File: src/hw/rtl/mtsf_pkg.sv
package mtsf_pkg;

  localparam int NUM_LEVELS = 30;
  localparam int IDX_W      = $clog2(NUM_LEVELS);
  localparam int LEVEL_MIN  = 100;
  localparam int LEVEL_MAX  = 32767;
  localparam int LEVEL_STEP = (LEVEL_MAX - LEVEL_MIN) / (NUM_LEVELS - 1);

  // floor(x / 1000) for 17-bit x: (x * K_MUL) >> K_SH, exact over the range
  localparam int K_W   = 8;
  localparam int K_MUL = 134218;
  localparam int K_SH  = 27;

  localparam int SIL_W = 22;
  localparam int WS_W  = 28;
  localparam int WE_W  = 29;
  localparam int PAD_W = 22;

  localparam logic [2:0] REG_SAMPLE_RATE = 3'd0;
  localparam logic [2:0] REG_WIN_START   = 3'd1;
  localparam logic [2:0] REG_WIN_LENGTH  = 3'd2;
  localparam logic [2:0] REG_SILENCE     = 3'd3;
  localparam logic [2:0] REG_PAD_AFTER   = 3'd4;
  localparam logic [2:0] REG_PAD_BEFORE  = 3'd5;

  typedef struct packed {
    logic [SIL_W-1:0] sil;
    logic [WS_W-1:0]  ws;
    logic [WE_W-1:0]  we;
    logic [PAD_W-1:0] pa;
    logic [PAD_W-1:0] pb;
  } derived_t;

  typedef struct packed {
    logic             go;
    logic             clr;
    logic             win;
    logic [31:0]      energy;
    logic [31:0]      n;
    logic [SIL_W-1:0] sil;
  } trk_cmd_t;

  typedef struct packed {
    logic             done;
    logic             found;
    logic [IDX_W-1:0] idx;
    logic [31:0]      start;
  } trk_res_t;

  typedef logic [31:0] thr_tab_t [NUM_LEVELS];

  // 2 * t * t per tracker
  function automatic thr_tab_t mk_thr();
    thr_tab_t tab;
    longint   t;
    for (int i = 0; i < NUM_LEVELS; i++) begin
      t = longint'(LEVEL_MIN) + longint'(i) * longint'(LEVEL_STEP);
      tab[i] = 32'(2 * t * t);
    end
    return tab;
  endfunction

  localparam thr_tab_t THR = mk_thr();

endpackage

File: src/hw/rtl/mtsf_cfg.sv
module mtsf_cfg (
  input  logic              clk,
  input  logic              rst_n,
  input  logic              cfg_valid,
  input  logic [2:0]        cfg_index,
  input  logic [19:0]       cfg_data,
  output mtsf_pkg::derived_t drv
);

  logic [16:0] sr_r;
  logic [19:0] ws_ms_r;
  logic [19:0] wl_ms_r;
  logic [13:0] sil_ms_r;
  logic [13:0] pa_ms_r;
  logic [13:0] pb_ms_r;

  logic [mtsf_pkg::K_W-1:0] k_r;
  logic [34:0]              k_prod;
  logic [20:0]              we_ms;
  mtsf_pkg::derived_t       drv_r;

  always_ff @(posedge clk) begin
    if (!rst_n) begin
      sr_r     <= 17'd44100;
      ws_ms_r  <= 20'd0;
      wl_ms_r  <= 20'd10000;
      sil_ms_r <= 14'd1000;
      pa_ms_r  <= 14'd0;
      pb_ms_r  <= 14'd0;
    end else if (cfg_valid) begin
      unique case (cfg_index)
        mtsf_pkg::REG_SAMPLE_RATE: sr_r     <= cfg_data[16:0];
        mtsf_pkg::REG_WIN_START:   ws_ms_r  <= cfg_data;
        mtsf_pkg::REG_WIN_LENGTH:  wl_ms_r  <= cfg_data;
        mtsf_pkg::REG_SILENCE:     sil_ms_r <= cfg_data[13:0];
        mtsf_pkg::REG_PAD_AFTER:   pa_ms_r  <= cfg_data[13:0];
        mtsf_pkg::REG_PAD_BEFORE:  pb_ms_r  <= cfg_data[13:0];
        default: ;
      endcase
    end
  end

  assign k_prod = 35'(sr_r) * 35'(mtsf_pkg::K_MUL);
  assign we_ms  = 21'(ws_ms_r) + 21'(wl_ms_r);

  // ms to samples: the sample rate passes k_r and then drv_r, the ms registers feed drv_r directly
  always_ff @(posedge clk) begin
    k_r      <= k_prod[mtsf_pkg::K_SH +: mtsf_pkg::K_W];
    drv_r.sil <= mtsf_pkg::SIL_W'(mtsf_pkg::SIL_W'(sil_ms_r) * mtsf_pkg::SIL_W'(k_r));
    drv_r.ws  <= mtsf_pkg::WS_W'(mtsf_pkg::WS_W'(ws_ms_r) * mtsf_pkg::WS_W'(k_r));
    drv_r.we  <= mtsf_pkg::WE_W'(mtsf_pkg::WE_W'(we_ms) * mtsf_pkg::WE_W'(k_r));
    drv_r.pa  <= mtsf_pkg::PAD_W'(mtsf_pkg::PAD_W'(pa_ms_r) * mtsf_pkg::PAD_W'(k_r));
    drv_r.pb  <= mtsf_pkg::PAD_W'(mtsf_pkg::PAD_W'(pb_ms_r) * mtsf_pkg::PAD_W'(k_r));
  end

  assign drv = drv_r;

endmodule

File: config.mk
export PLATFORM = sky130hd
export DESIGN_NAME = mtsf_cfg
export DESIGN_NICKNAME = d
export VERILOG_FILES = /design/src/hw/rtl/mtsf_pkg.sv /design/src/hw/rtl/mtsf_cfg.sv
export SDC_FILE = /design/constraint.sdc
export NUM_CORES = 2
export LEC_CHECK = 0
export ABC_AREA = 1
export BUFFER_PORTS_ARGS = -buffer_cell sky130_fd_sc_hd__clkbuf_2
export CAP_MARGIN = 20
export CORE_MARGIN = 1
export CORE_UTILIZATION = 60
export CTS_BUF_LIST = sky130_fd_sc_hd__clkbuf_8
export CTS_CLUSTER_SIZE = 12
export DETAILED_ROUTE_END_ITERATION = 6
export PLACE_DENSITY = 0.78
export RECOVER_POWER = 25
export SYNTH_ARGS = -nofsm -noshare
export SYNTH_HDL_FRONTEND = slang
export SYNTH_SLANG_ARGS = --single-unit
File: constraint.sdc
create_clock -name clk -period 6.6 [get_ports clk]
set_input_delay 1.32 -clock clk [delete_from_list [all_inputs] [get_ports clk]]
set_output_delay 1.32 -clock clk [all_outputs]
set_load 0.01 [all_outputs]
==> out/results.ini <==
[final_layout]
nNetsFinal = 5437
drive_gt1_share_pct = 4.98
fin_util_pct = 64.9
fillers = 4865
final_cell_area_sq_um = 35300
fin_cells = 5318
syn2layout_area_growth_pct = 5.98

[setup_path]
reg2reg_depth = 15
arrival_ps = 6360
rrSetupSlack_ps = 770
r2r-start = k_r[0]
critPathMaxFanout = 30
cp-end-kind = flip-flop
r2r_end = drv[61]
worstSetupStartpointType = flip-flop
crit_type = reg2reg
cp.required_ps = 7130

[floorplanning]
die_h_um = 238
dieArea_sq_um = 56500
row_count = 85
fp.coreArea_sq_um = 54300
die_w_um = 238
initial_core_util_pct = 61.3
io_pins = 149

[power]
total_power_mw = 11.0
power_density_nw_per_um2 = 311
cellLeakagePower_nw = 20.4
peakVddDrop_mv = 0.506

[min_path]
min_from = wl_ms_r[4]
holdPathStages = 2
min_to = wl_ms_r[4]
hp-class = reg2reg

[timing]
min_period_over_period_pct = 88.3
finalSetupViolations = 0
fmax_mhz = 172
relSlewSlack_pct = -60.2
finClkSkew_ps = 47.3
setup_tns_ps = 0
fin_hold_ws_ps = 469
layout_setup_ws_ps = 773
max_slew.worst_pin.slew_ps = 2400
slew_violations = 75
hold_viol = 0
rsz0062_at_grt = no
fin_crit_ps = 5830

[synthesis]
async_reset_ff_share_pct = 0
yosys-top-cells-area = fa_1, ha_1, dfxtp_1
netlist_instances = 4502
synth_top_area_share_pct = 28.9
syn_area_per_cell_sq_um = 7.40
seq_area_frac_synth_pct = 13.8
synth_flop_cell = dfxtp_1
ys.warnings.count = 0
synth.distinct_cells = 46
synth-seq-cells = 230
synth-edff-count = 0
synth_top_cell_by_area = fa_1
syn-num-nets = 5390
netlist_area_sq_um = 33300

[routing]
drt_iter0_drc = 2137
drtAntennaViolNets = 0
wl_um = 82300
post_drt_wl_per_cell_um = 15.5
vias = 28092
detail_route.drc_violations = 0
first_pass_iters = 5
vias_per_cell = 5.28

[global_route]
grtUsageMet3_pct = 4.78
grt_antenna_before_repair = 3
grt_use_met1_pct = 39.0
grt.busiest_layer = met2
grt_pass1_wl_um = 138000
grt_start_max_net_pins = 100
grt_overflow_total = 0
use_met2_pct = 51.7
track_usage_pct = 30.2
grt_pass1_vias = 28241

[clocking]
cts_tree = built
cts.sinks = 230
cts_buffers = 41
root_buffer = clkbuf_8
cts_setup_buffers = 0
ctsResizeCount = 0
htreeDepth = 2
clkTransAtPathRegs_ps = 70
hold_buffers = 0
clockBufferDepth = 3
worstSkewPairLatency_ps = 660

[outcome]
failed_checks = capacitance limit, slew limit
status = finished with violations

[placed_design]
routabilityCongestion = 0.965
dpl-instance-area_sq_um = 34500
place_inst = 5244
portBuffers = 148
dp_worst_setup_slack_ps = 920
hpwlAfterDp_um = 66300

[flow_run]
maxCapViolations = 2

-- cells by family (layout without fill, tap and decap cells) --
group | count (synthesis) | after routing | share of synthesized area (%)
AO/OA/AOI/OAI | 338 | 338 | 5.37
XOR/XNOR | 82 | 82 | 2.22
adder cells (fa/ha/maj) | 862 | 862 | 43.2
buffers and inverters | 1165 | 1240 | 13.2
flip-flops | 230 | 230 | 13.8
other | 0 | 2 | 0
AND/OR/NAND/NOR | 1825 | 1825 | 22.2
-- power breakdown --
part | switching, mW | internal, mW
clock network | 0.664 | 0.760
logic | 4.89 | 2.70
registers | 0.242 | 1.71
-- synth_stat cells (34+ instances only) --
| master | number |
|---|---|
| nand2_1 | 1140 |
| inv_1 | 993 |
| fa_1 | 481 |
| nor2_1 | 429 |
| ha_1 | 381 |
| dfxtp_1 | 230 |
| a21oi_1 | 156 |
| clkbuf_1 | 149 |
| o21ai_0 | 143 |
| nand3_1 | 136 |
| xor2_1 | 58 |
| nand4_1 | 34 |
-- worst max-delay path by stage --
stage                           from      end  slack (ps)  cells past startpoint
final                         k_r[0]  drv[61]         770                     15
after global routing      ws_ms_r[1]  drv[71]         510                     27
after floorplan           ws_ms_r[1]  drv[64]        1460                     26
after detailed placement  ws_ms_r[1]  drv[61]         920                     21
after global placement    ws_ms_r[1]  drv[61]         930                     21
after CTS                 ws_ms_r[1]  drv[61]         900                     21
-- cell usage in the layout (no fill, tap or decap), types with 6 or more instances in the layout --
| cell type | count |
|---|---|
| fa_1 | 481 |
| clkbuf_1 | 59 |
| nand2_1 | 1140 |
| a21o_1 | 9 |
| o21ai_0 | 143 |
| buf_4 | 15 |
| ha_1 | 381 |
| inv_2 | 7 |
| nand4_1 | 34 |
| xnor2_1 | 21 |
| clkinv_2 | 6 |
| nor3_1 | 16 |
| dfxtp_1 | 223 |
| nand3_1 | 136 |
| inv_1 | 1002 |
| dfxtp_2 | 7 |
| nor2_2 | 14 |
| xor2_1 | 58 |
| clkbuf_8 | 49 |
| nand2_2 | 10 |
| nor2_1 | 430 |
| nand3b_1 | 14 |
| and2_1 | 7 |
| clkbuf_2 | 91 |
| a21oi_1 | 156 |
| o21bai_1 | 12 |
-- layer usage --
metal  wire length (um)  vias to the layer above
met5                 13                        -
met4               2510                        2
met3               5770                      179
met2              39800                      932
met1              34200                    13481
li1                   -                    13498
-- final cells by class --
class | count | area (sq um) | share of cell area [%]
Timing Repair Buffer | 167 | 830 | 2.35
Clock inverter | 22 | 178 | 0.503
Tap cell | 739 | 925 | 2.62
Sequential cell | 230 | 4610 | 13.1
Antenna cell | 2 | 5.00 | 0.0142
Clock buffer | 49 | 674 | 1.91
Multi-Input combinational cell | 3107 | 24300 | 68.9
Inverter | 1002 | 3760 | 10.7
-- critical path, stage by stage, from the launching register on --
cell and delay [ps]:
dfxtp_1 380, clkbuf_1 1310, inv_1 690, nor2_1 360, fa_1 430, inv_1 90
fa_1 380, inv_1 90, fa_1 430, ha_1 380, a21oi_1 260, nand2_1 200
nand3_1 110, nand2_1 130, a21oi_1 230, xnor2_1 180
-- state kept, by name, summed over array words and instances (netlist names) --
register / flops
drv: 123
k_r: 8
pa_ms_r: 14
pb_ms_r: 14
sil_ms_r: 14
sr_r: 17
wl_ms_r: 20
ws_ms_r: 20
Note: power is estimated with default switching activity, not from simulation.
